File: src/rtl/i2f_pkg.sv
// Shared types and constants for the integer-to-float converter.
// No dependencies.
package i2f_pkg;

  typedef enum logic [2:0] {
    RM_RNE = 3'd0,
    RM_RTZ = 3'd1,
    RM_RDN = 3'd2,
    RM_RUP = 3'd3,
    RM_RMM = 3'd4,
    RM_R5  = 3'd5,
    RM_R6  = 3'd6,
    RM_DYN = 3'd7
  } rm_e;

  localparam logic [1:0] FMT_SINGLE = 2'd0;
  localparam logic [1:0] FMT_DOUBLE = 2'd1;
  localparam logic [1:0] FMT_HALF   = 2'd2;
  localparam logic [1:0] FMT_NONE   = 2'd3;

  localparam logic [1:0] TYP_W  = 2'd0;
  localparam logic [1:0] TYP_WU = 2'd1;
  localparam logic [1:0] TYP_L  = 2'd2;
  localparam logic [1:0] TYP_LU = 2'd3;

  localparam logic       ACT_MOVE = 1'b0;

  localparam int unsigned FLAG_NX = 0;
  localparam int unsigned FLAG_OF = 2;

  localparam logic [63:0] BOX_SINGLE = 64'hFFFF_FFFF_0000_0000;
  localparam logic [63:0] BOX_HALF   = 64'hFFFF_FFFF_FFFF_0000;

  typedef struct packed {
    logic [63:0] source_value;
    logic [2:0]  instr_rounding;
    logic [1:0]  target_format;
    logic        action;
    logic [1:0]  source_type;
  } in_t;

  typedef struct packed {
    logic [63:0] result_bits;
    logic [4:0]  fp_flags;
  } out_t;

  typedef struct packed {
    logic        sign;
    logic [63:0] norm;
    logic [5:0]  msb;
    logic        zero;
  } norm_t;

endpackage

File: src/rtl/i2f_norm.sv
// Operand magnitude, sign and left normalization (leading-zero shift).
// Depends on i2f_pkg.
module i2f_norm (
  input  logic [63:0]   src_i,
  input  logic [1:0]    typ_i,
  output i2f_pkg::norm_t norm_o
);

  logic [63:0] mag;
  logic        sign;
  logic [63:0] v [7];
  logic [5:0]  lz [7];

  always_comb begin
    sign = 1'b0;
    mag  = src_i;
    case (typ_i)
      i2f_pkg::TYP_W: begin
        sign = src_i[31];
        mag  = {32'd0, src_i[31] ? (32'd0 - src_i[31:0]) : src_i[31:0]};
      end
      i2f_pkg::TYP_WU: mag = {32'd0, src_i[31:0]};
      i2f_pkg::TYP_L: begin
        sign = src_i[63];
        mag  = src_i[63] ? (64'd0 - src_i) : src_i;
      end
      default: mag = src_i;
    endcase
  end

  // binary-search shift: 32, 16, 8, 4, 2, 1
  assign v[0]  = mag;
  assign lz[0] = '0;

  for (genvar k = 0; k < 6; k++) begin : g_shift
    localparam int unsigned Sh = 32 >> k;
    assign v[k+1]  = (v[k][63 -: Sh] == '0) ? (v[k] << Sh) : v[k];
    assign lz[k+1] = (v[k][63 -: Sh] == '0) ? (lz[k] | 6'(Sh)) : lz[k];
  end

  assign norm_o.sign = sign;
  assign norm_o.norm = v[6];
  assign norm_o.msb  = 6'd63 - lz[6];
  assign norm_o.zero = (mag == '0);

endmodule

File: src/rtl/i2f_round.sv
// Round and pack a normalized magnitude into one IEEE 754 format.
// Depends on i2f_pkg.
module i2f_round #(
  parameter int unsigned Prec  = 24,
  parameter int unsigned Ebits = 8
) (
  input  i2f_pkg::norm_t     norm_i,
  input  logic [2:0]         mode_i,
  output logic [Prec+Ebits-1:0] bits_o,
  output logic [4:0]         flags_o
);

  localparam int unsigned Bias = (1 << (Ebits - 1)) - 1;

  logic [Prec-1:0]  keep;
  logic             rnd;
  logic             sticky;
  logic             inc;
  logic [Prec:0]    sum;
  logic [6:0]       exp_r;
  logic             ovf;
  logic             to_inf;
  logic [Ebits-1:0] ef;

  assign keep   = norm_i.norm[63 -: Prec];
  assign rnd    = norm_i.norm[63-Prec];
  assign sticky = |norm_i.norm[62-Prec:0];

  always_comb begin
    case (mode_i)
      i2f_pkg::RM_RNE: inc = rnd & (sticky | keep[0]);
      i2f_pkg::RM_RDN: inc = (rnd | sticky) & norm_i.sign;
      i2f_pkg::RM_RUP: inc = (rnd | sticky) & ~norm_i.sign;
      i2f_pkg::RM_RMM: inc = rnd;
      default:         inc = 1'b0;
    endcase
    case (mode_i)
      i2f_pkg::RM_RNE, i2f_pkg::RM_RMM: to_inf = 1'b1;
      i2f_pkg::RM_RDN: to_inf = norm_i.sign;
      i2f_pkg::RM_RUP: to_inf = ~norm_i.sign;
      default:         to_inf = 1'b0;
    endcase
  end

  assign sum   = {1'b0, keep} + (Prec+1)'(inc);
  assign exp_r = {1'b0, norm_i.msb} + 7'(sum[Prec]);
  assign ovf   = 32'(exp_r) > Bias;
  assign ef    = Ebits'(32'(exp_r) + Bias);

  always_comb begin
    flags_o = '0;
    if (norm_i.zero) begin
      bits_o = '0;
    end else if (ovf) begin
      flags_o[i2f_pkg::FLAG_NX] = 1'b1;
      flags_o[i2f_pkg::FLAG_OF] = 1'b1;
      if (to_inf) bits_o = {norm_i.sign, {Ebits{1'b1}}, {(Prec-1){1'b0}}};
      else        bits_o = {norm_i.sign, {(Ebits-1){1'b1}}, 1'b0, {(Prec-1){1'b1}}};
    end else begin
      flags_o[i2f_pkg::FLAG_NX] = rnd | sticky;
      bits_o = {norm_i.sign, ef, sum[Prec] ? {(Prec-1){1'b0}} : sum[Prec-2:0]};
    end
  end

endmodule

File: src/rtl/int_to_float_convert.sv
// Integer-to-float conversion and raw move into a 64-bit FP register.
// Depends on i2f_pkg, i2f_norm, i2f_round.
//
// Usage:
//   A transaction is accepted at a rising edge with start high and busy low.
//   busy is always low: one transaction can enter every cycle.
//   Pipeline: input register, normalize register, result register.
//   The result appears on out_o with done_o high for exactly one cycle,
//   once it has passed the input, normalize and result registers;
//   throughput is one per cycle.
//   The receiver cannot stall; results are never held.
//   cfg channel writes the dynamic rounding mode (cfg_ready_o always high);
//   write it only while no transaction is in flight.
//   Reset clears the pipeline valid bits and the dynamic mode to RNE.
//   Half and single results are boxed with ones above the format width, except moves of a non-W type, which give zero.
//   Flags: inexact and overflow only.
module int_to_float_convert (
  input  logic            clk_i,
  input  logic            rst_ni,
  input  logic            start,
  output logic            busy,
  input  i2f_pkg::in_t    in_i,
  input  logic            cfg_valid_i,
  output logic            cfg_ready_o,
  input  logic [2:0]      cfg_data_i,
  output logic            done_o,
  output i2f_pkg::out_t   out_o
);

  logic [2:0]     dyn_q;
  logic           v1_q, v2_q, v3_q;
  i2f_pkg::in_t   in_q;
  logic [2:0]     mode_d, mode1_q, mode2_q;
  logic [1:0]     fmt2_q, typ2_q;
  logic           act2_q;
  logic [63:0]    src2_q;
  i2f_pkg::norm_t norm_d, norm_q;
  i2f_pkg::out_t  out_d, out_q;
  logic [15:0]    h_bits;
  logic [31:0]    s_bits;
  logic [63:0]    d_bits;
  logic [4:0]     h_fl, s_fl, d_fl;

  assign busy        = 1'b0;
  assign cfg_ready_o = 1'b1;

  always_comb begin
    mode_d = (in_i.instr_rounding == i2f_pkg::RM_DYN) ? dyn_q : in_i.instr_rounding;
    if (mode_d > i2f_pkg::RM_RMM) mode_d = i2f_pkg::RM_RTZ;
  end

  i2f_norm u_norm (
    .src_i  (in_q.source_value),
    .typ_i  (in_q.source_type),
    .norm_o (norm_d)
  );

  i2f_round #(.Prec(11), .Ebits(5)) u_half (
    .norm_i(norm_q), .mode_i(mode2_q), .bits_o(h_bits), .flags_o(h_fl)
  );
  i2f_round #(.Prec(24), .Ebits(8)) u_single (
    .norm_i(norm_q), .mode_i(mode2_q), .bits_o(s_bits), .flags_o(s_fl)
  );
  i2f_round #(.Prec(53), .Ebits(11)) u_double (
    .norm_i(norm_q), .mode_i(mode2_q), .bits_o(d_bits), .flags_o(d_fl)
  );

  always_comb begin
    out_d = '0;
    if (fmt2_q == i2f_pkg::FMT_NONE) begin
      out_d = '0;
    end else if (act2_q == i2f_pkg::ACT_MOVE) begin
      if (typ2_q == i2f_pkg::TYP_W) begin
        case (fmt2_q)
          i2f_pkg::FMT_SINGLE: out_d.result_bits = i2f_pkg::BOX_SINGLE | {32'd0, src2_q[31:0]};
          i2f_pkg::FMT_DOUBLE: out_d.result_bits = src2_q;
          default:             out_d.result_bits = i2f_pkg::BOX_HALF | {48'd0, src2_q[15:0]};
        endcase
      end
    end else begin
      case (fmt2_q)
        i2f_pkg::FMT_SINGLE: begin
          out_d.result_bits = i2f_pkg::BOX_SINGLE | {32'd0, s_bits};
          out_d.fp_flags    = s_fl;
        end
        i2f_pkg::FMT_DOUBLE: begin
          out_d.result_bits = d_bits;
          out_d.fp_flags    = d_fl;
        end
        default: begin
          out_d.result_bits = i2f_pkg::BOX_HALF | {48'd0, h_bits};
          out_d.fp_flags    = h_fl;
        end
      endcase
    end
  end

  always_ff @(posedge clk_i or negedge rst_ni) begin
    if (!rst_ni) begin
      dyn_q <= 3'd0;
      v1_q  <= 1'b0;
      v2_q  <= 1'b0;
      v3_q  <= 1'b0;
    end else begin
      if (cfg_valid_i && cfg_ready_o) dyn_q <= cfg_data_i;
      v1_q <= start && !busy;
      v2_q <= v1_q;
      v3_q <= v2_q;
    end
  end

  always_ff @(posedge clk_i) begin
    in_q    <= in_i;
    mode1_q <= mode_d;
    norm_q  <= norm_d;
    mode2_q <= mode1_q;
    fmt2_q  <= in_q.target_format;
    typ2_q  <= in_q.source_type;
    act2_q  <= in_q.action;
    src2_q  <= in_q.source_value;
    out_q   <= out_d;
  end

  assign done_o = v3_q;
  assign out_o  = out_q;

`ifndef SYNTHESIS
  a_latency: assert property (@(posedge clk_i) disable iff (!rst_ni)
    done_o |-> $past(start, 3))
    else $error("result without matching transaction");
  a_ovf_nx: assert property (@(posedge clk_i) disable iff (!rst_ni)
    (done_o && out_o.fp_flags[i2f_pkg::FLAG_OF]) |-> out_o.fp_flags[i2f_pkg::FLAG_NX])
    else $error("overflow without inexact");
  a_ovf_half: assert property (@(posedge clk_i) disable iff (!rst_ni)
    (done_o && out_o.fp_flags[i2f_pkg::FLAG_OF]) |-> (out_o.result_bits[63:16] == '1))
    else $error("overflow outside half format");
  a_move_flags: assert property (@(posedge clk_i) disable iff (!rst_ni)
    (v3_q && $past(act2_q) == i2f_pkg::ACT_MOVE) |-> (out_o.fp_flags == '0))
    else $error("flags raised on move");
`endif

endmodule
File: config.mk
export PLATFORM = sky130hd
export DESIGN_NAME = int_to_float_convert
export DESIGN_NICKNAME = d
export VERILOG_FILES = /design/src/rtl/i2f_pkg.sv /design/src/rtl/i2f_norm.sv /design/src/rtl/i2f_round.sv /design/src/rtl/int_to_float_convert.sv
export SDC_FILE = /design/constraint.sdc
export NUM_CORES = 1
export LEC_CHECK = 0
export ABC_AREA = 0
export BUFFER_PORTS_ARGS = -buffer_cell sky130_fd_sc_hd__clkbuf_2
export CAP_MARGIN = 20
export CORE_MARGIN = 4
export CORE_UTILIZATION = 30
export CTS_CLUSTER_DIAMETER = 200
export DETAILED_ROUTE_END_ITERATION = 16
export PLACE_DENSITY = 0.55
export REMOVE_ABC_BUFFERS = 1
export SYNTH_ARGS = -nofsm -noshare
export SYNTH_HDL_FRONTEND = slang
export SYNTH_SLANG_ARGS = --single-unit
File: constraint.sdc
create_clock -name clk_i -period 6.4 [get_ports clk_i]
set_clock_uncertainty 0.1 [all_clocks]
set_input_delay 1.28 -clock clk_i [delete_from_list [all_inputs] [get_ports clk_i]]
set_output_delay 1.28 -clock clk_i [all_outputs]
set_load 0.02 [all_outputs]
==> impl_metrics.ini, run 1 <==
[placement]
portBuffers = 145
place_inst = 2723
gp_congestion = 1.027
preCtsSetupSlack_ps = 312.7
dpl.hpwl_mm = 54.56

[synthesis]
ys_seq_area_frac = 0.3646
async_flop_share = 0.02083
synth_cell_types = 92
synth_edf_count = 0
synth_area_leader_cell = dfxtp_1
synth_top_cell_area_share = 0.3551
ys_ff_latch = 288
ys.flop_type = dfxtp_1
syn_area_mm2 = 0.01590
syn_avg_cell_area_um2 = 8.501
synth_warnings = 0
netlist_top_cells_area = dfxtp_1 36%, mux2i_1 9.8%, nand2_1 4.2%
synth_cells = 1870

[clocking]
clockBufferDepth = 3
postCtsHoldBufs = 0
cts.clk_slew.worst_paths_ps = 60
cts_htree_levels = 2
cts_buffers = 34
clock_latency_ps = 560
cts_tree = built
cts.sinks = 288
cts_root_buffer = clkbuf_16

[routing]
wirelength_mm = 68.46
drc = 0
routedWlPerCell_um = 24.57
first_iter_violations = 1614
vias = 15940
route.antenna.remaining_nets = 0
dr.pass1.iters = 6
routed_via_density = 5.719

[global_route]
overflow = 0
grt_pass1_wl_mm = 100.5
grt_pass1_vias = 15390
grt_usage = 0.2317
antenna_found_initial = 2
grt_max_degree = 46

[floorplanning]
die_w_um = 238.2
die_h_um = 238.2
row_count = 84
die-area_mm2 = 0.05674
start_util = 0.3025
io_pins = 151
core_area_mm2 = 0.05255

[sta]
finalHoldViolations = 0
layout_min_cycle_time_ps = 6167
tns_ps = 0
worst_pin_slew_ps = 1143
rsz0062_at_grt = false
setup_viol = 0
timing.fmax_mhz = 162.1
slew_headroom = 0.2311
finalCritPeriodShare = 0.9637
fin_ws_ps = 232.5
slew_viol_final = 0

[power]
ir_drop_uv = 148.2
powerDensity_mw_per_mm2 = 327.5
finalPower_mw = 6.336
p_leak_nw = 7.845

[setup_path]
critical_path.endpoint_type = flop
r2r_slack_ps = 230
worstSetupPathType = flop to flop
cp_max_fo = 8
cp.required_ps = 6790
critPathLaunchType = flop
worstPathArrival_ps = 6560

[finish]
diodes = 0
layout.nets = 2169
area_growth_pct = 21.69
layout-drive-gt1-share = 0.1929
layout.cells.non_filler = 2787

[worst_hold_path]
hp-class = flop to flop

[run_status]
outcome = finished, final reports clean

[flow_run]
cap_violations = 0
==> flip-flops by register name (all words and copies together), names as in the netlist <==
| signal | count |
|---|---|
| norm_q | 72 |
| in_q | 69 |
| out_o | 66 |
| src2_q | 64 |
| dyn_q | 3 |
| mode1_q | 3 |
| mode2_q | 3 |
| fmt2_q | 2 |
| typ2_q | 2 |
| act2_q | 1 |
| done_o | 1 |
| v1_q | 1 |
| v2_q | 1 |
==> cells by family after synthesis <==
family                   after synthesis  share of synthesized area
flip-flops                           288                     0.3646
multiplexers                         168                     0.1075
adder cells (fa/ha/maj)               17                    0.01338
other                                  2                  0.0004724
buffers and inverters                158                    0.04242
AND/OR/NAND/NOR                      630                     0.2044
AO/OA/AOI/OAI                        461                     0.1868
XOR/XNOR                             146                    0.08043
==> Yosys cell counts (13+ instances only) <==
| cell type | instances |
|---|---|
| o21ai_0 | 127 |
| buf_2 | 20 |
| o22ai_1 | 49 |
| nand2b_1 | 20 |
| or3_1 | 13 |
| o31ai_1 | 16 |
| nor2_1 | 142 |
| ha_1 | 17 |
| a221oi_1 | 13 |
| a31oi_1 | 20 |
| dfxtp_1 | 282 |
| clkbuf_1 | 93 |
| xnor2_1 | 75 |
| nand4_1 | 26 |
| and3_1 | 29 |
| xor2_1 | 71 |
| a211oi_1 | 18 |
| nand2_1 | 177 |
| a21oi_1 | 105 |
| nor4_1 | 43 |
| nand3_1 | 63 |
| mux2i_1 | 155 |
| nor3_1 | 43 |
| inv_1 | 24 |
==> power breakdown <==
group	switching [mW]	internal, mW
Combinational	1.09	0.726
Clock	0.819	1.22
Sequential	0.407	2.08
==> routing by layer <==
metal | track usage | routed length, um
met5 | 0 | 0
met2 | 0.3679 | 30550
met1 | 0.3115 | 29040
met3 | 0.03421 | 5160
met4 | 0.1077 | 3712
==> path summary, 6_finish.rpt <==
check,end,depth (start not counted),start
min in group asynchronous,dyn_q[2],1,rst_ni
min reg2reg,mode2_q[0],0,mode1_q[0]
max reg2reg,norm_q[68],18,in_q[10]
max in group asynchronous,v2_q,1,rst_ni
min,mode2_q[0],0,mode1_q[0]
max,norm_q[68],18,in_q[10]
==> cell usage in the layout, fill, tap and decap left out, drive strengths merged, types with 11 or more instances in the layout <==
| master | netlist | final |
|---|---|---|
| mux2 | 12 | 12 |
| nand3 | 64 | 64 |
| clkinv | 2 | 11 |
| o21ai | 130 | 130 |
| a211oi | 20 | 20 |
| nor4 | 55 | 55 |
| a21oi | 106 | 106 |
| nand4 | 28 | 28 |
| buf | 37 | 149 |
| and3 | 29 | 29 |
| a221oi | 13 | 13 |
| nand2 | 177 | 177 |
| clkbuf | 93 | 189 |
| xor2 | 71 | 71 |
| o31ai | 16 | 16 |
| ha | 17 | 17 |
| a31oi | 20 | 20 |
| or3 | 13 | 13 |
| inv | 26 | 30 |
| nor2 | 144 | 144 |
| dfxtp | 282 | 282 |
| o22ai | 49 | 49 |
| mux2i | 155 | 155 |
| xnor2 | 75 | 75 |
| nor3 | 46 | 46 |
| and2 | 12 | 12 |
| nand2b | 20 | 20 |
==> metrics by stage <==
stage               hold WS [ps]    util  area (um^2)
finish                     225.2  0.3681        19350
global route               231.4  0.3681        19350
CTS                        225.7  0.3678        19330
detailed placement         212.1  0.3451        18130
global placement           215.3  0.3451        18130
floorplan                  209.6       -        15340
==> critical path: stages (launching register included) <==
cell      delay (ps)
dfxtp_1          460
nor4_4           650
nand4b_4         270
nor4_2           690
a21oi_1          170
xor2_1           220
or4_1            410
o41a_1           460
or4_1            590
a31o_1           300
buf_4            190
o21ai_0          190
o21ai_0          220
mux2i_1          430
buf_4            190
nor2b_1          130
mux2i_1           80
o21ai_0          170
buf_4            170
==> cell type report <==
cell class / count / area [um^2]
Fill cell: 5348 / 33200
Multi-Input combinational cell: 1427 / 9470
Sequential cell: 288 / 5796
Timing Repair Buffer: 294 / 1919
Clock buffer: 44 / 938.4
Tap cell: 688 / 860.8
Clock inverter: 18 / 256.5
Inverter: 28 / 105.1
==> repair_timing <==
item	CTS	global route
setup buffers	0	1
hold endpoints to repair	0	0
resized for setup	0	1
endpoints found under the setup margin	0	33
(Power assumes the default switching activity.)
==> inputs of run 2 (changes only) <==
MAX_ROUTING_LAYER = met4   (was not set)
==> run 2 against run 1 <==
Against the previous run:
- cell area rose by 1.6%
- power rose by 3.4%
- global-route usage rose by 2.5 points
- critical path depth rose by 2
- hold slack barely moved
- critical path type unchanged
- critical endpoint is now norm_q[28]
- largest power group unchanged
==> impl_metrics.ini, run 2 (same netlist as run 1, synthesis figures left out) <==
[finish]
multi_input_area_mm2 = 0.009478
num-fill-cells = 5395
largest-register = norm_q
register_area_mm2 = 0.005796
largest_reg_flops = 72
layout_commonest_cell = dfxtp_1
layout.nets = 2197
postLayoutCoreUtil = 0.3742
layout-drive-gt1-share = 0.2067
layout.cells.non_filler = 2817
mostFrequentLayoutCells = 282 x dfxtp_1, 177 x nand2_1, 168 x buf_4
diodes = 0
area_growth_pct = 23.68

[sta]
setup_viol = 0
finalCritPeriodShare = 0.9507
slew_headroom = 0.2629
finalHoldViolations = 0
timing.fmax_mhz = 164.3
worst_pin_slew_ps = 1106
rsz0062_at_grt = true
slew_viol_final = 0
layout_min_cycle_time_ps = 6085
fin_ws_ps = 315.2

[setup_path]
critPathLaunchType = flop
path_depth = 20
critical_path.top_delay_family = simple AND/OR/NAND/NOR gates
critPathBufInv = 5
critical_path.endpoint_type = flop
crit_slowest_cell = nor4_2
r2r_slack_ps = 320
worstPathArrival_ps = 6390
critPathLaunch = in_q[22]
reg2regPathDepth = 20
max_stage_delay_ps = 680
crit_path_frequent_cell = buf_4
worstSetupPathType = flop to flop
cp_max_fo = 18
rr_startpoint = in_q[22]
worstPathCellList = nor3_1 -> buf_4 -> nand3_1 -> nor4_2 -> a31oi_1 -> mux2i_1 -> nor4_1 -> buf_4 -> and4_1 -> a31o_2 -> a211o_1 -> buf_4 -> nor2_4 -> buf_4 -> buf_4 -> nor2_1 -> o21ai_0 -> o21ai_0 -> mux2i_1 -> mux2i_1
cp.required_ps = 6710

[power]
power_frac_clock = 0.335
seqPwrFrac = 0.377
switching_share = 0.3661
powerDensity_mw_per_mm2 = 333.3
p_int_mw = 4.155
ir_drop_uv = 157.9
finalPower_mw = 6.554
net-switching-power_mw = 2.399
p_leak_nw = 8.023
combPwrFrac = 0.288

[worst_hold_path]
min_from = in_q[3]
hp-class = flop to flop
min_delay_path_depth = 0

[global_route]
overflow = 0
antenna_found_initial = 2
grt_max_degree = 46
grt_usage = 0.2566
grt_pass1_wl_mm = 106.3
grt_pass1_vias = 15150

[clocking]
cts.clk_slew.worst_paths_ps = 60
cts_buffers = 36
cts_htree_levels = 2
cts.sinks = 288
cts_tree = built
clock_latency_ps = 560
clockBufferDepth = 3
postCtsHoldBufs = 0
cts_root_buffer = clkbuf_16

[floorplanning]
die_w_um = 238.2
row_count = 84
start_util = 0.3025
die-area_mm2 = 0.05674
core_area_mm2 = 0.05255
io_pins = 151
die_h_um = 238.2

[placement]
portBuffers = 145
dpl.hpwl_mm = 58.63
gp_congestion = 1.007
place_inst = 2751
preCtsSetupSlack_ps = 405.2

[routing]
wirelength_mm = 73.61
vias = 15840
route.antenna.remaining_nets = 0
drc = 0
routed_via_density = 5.622
first_iter_violations = 1925
routedWlPerCell_um = 26.13
dr.pass1.iters = 7

[flow_run]
cap_violations = 0

[run_status]
outcome = finished, final reports clean
[run 2: cell types whose count changed in the layout (fill, tap and decap cells not counted), sizes merged]
cell | previous run | this run
buf | 149 | 175
clkinv | 11 | 10
bufinv | 4 | 5
clkinvlp | 1 | 2
inv | 30 | 33
[run 2: worst paths after layout]
kind | endpoint
hold reg to reg | fmt2_q[0]
setup / recovery | norm_q[28]
setup reg to reg | norm_q[28]
max in group asynchronous | done_o
hold / removal | fmt2_q[0]
min in group asynchronous | v1_q
[run 2: timing repair]
item | 4_1_cts | 5_1_grt
buffers inserted | 0 | 0
resized for setup | 0 | 1
endpoints found under the setup margin | 0 | 9
[run 2: through the flow]
stage / instance area (um^2) / hold WS, ps / setup TNS [ps]
finish: 19660 / 224.9 / 0
global route: 19660 / 228.8 / -19.87
CTS: 19660 / 225.9 / 0
detailed placement: 18350 / 212.1 / 0
global placement: 18340 / 212.6 / 0
floorplan: 15340 / 209.6 / -146270
[run 2: power groups by stage]
stage / clock network (mW) / registers, mW / logic (mW)
6_report: 2.20 / 2.47 / 1.89
5_1_grt: 2.32 / 2.49 / 2.01
4_1_cts: 2.25 / 2.45 / 1.87
3_5_place_dp: 0 / 2.49 / 1.87
3_3_place_gp: 0 / 2.49 / 1.86
2_1_floorplan: 0 / 2.42 / 1.01
[run 2: cell type report]
type / instances / share of cell area
clock inverter: 22 / 0.01597
timing repair buffer: 320 / 0.1077
sequential: 288 / 0.2948
tap: 688 / 0.04378
inverter: 28 / 0.005345
multi-input combinational: 1427 / 0.4820
clock buffer: 44 / 0.05040
[run 2: per-layer routing]
metal / up-vias / part of all wire / GRT usage
met1: 7765 / 0.44 / 0.3437
met4: 0 / 0.032 / 0.07493
met3: 115 / 0.062 / 0.02982
met5: - / 0 / -
met2: 647 / 0.47 / 0.4103
li1: 7309 / - / -
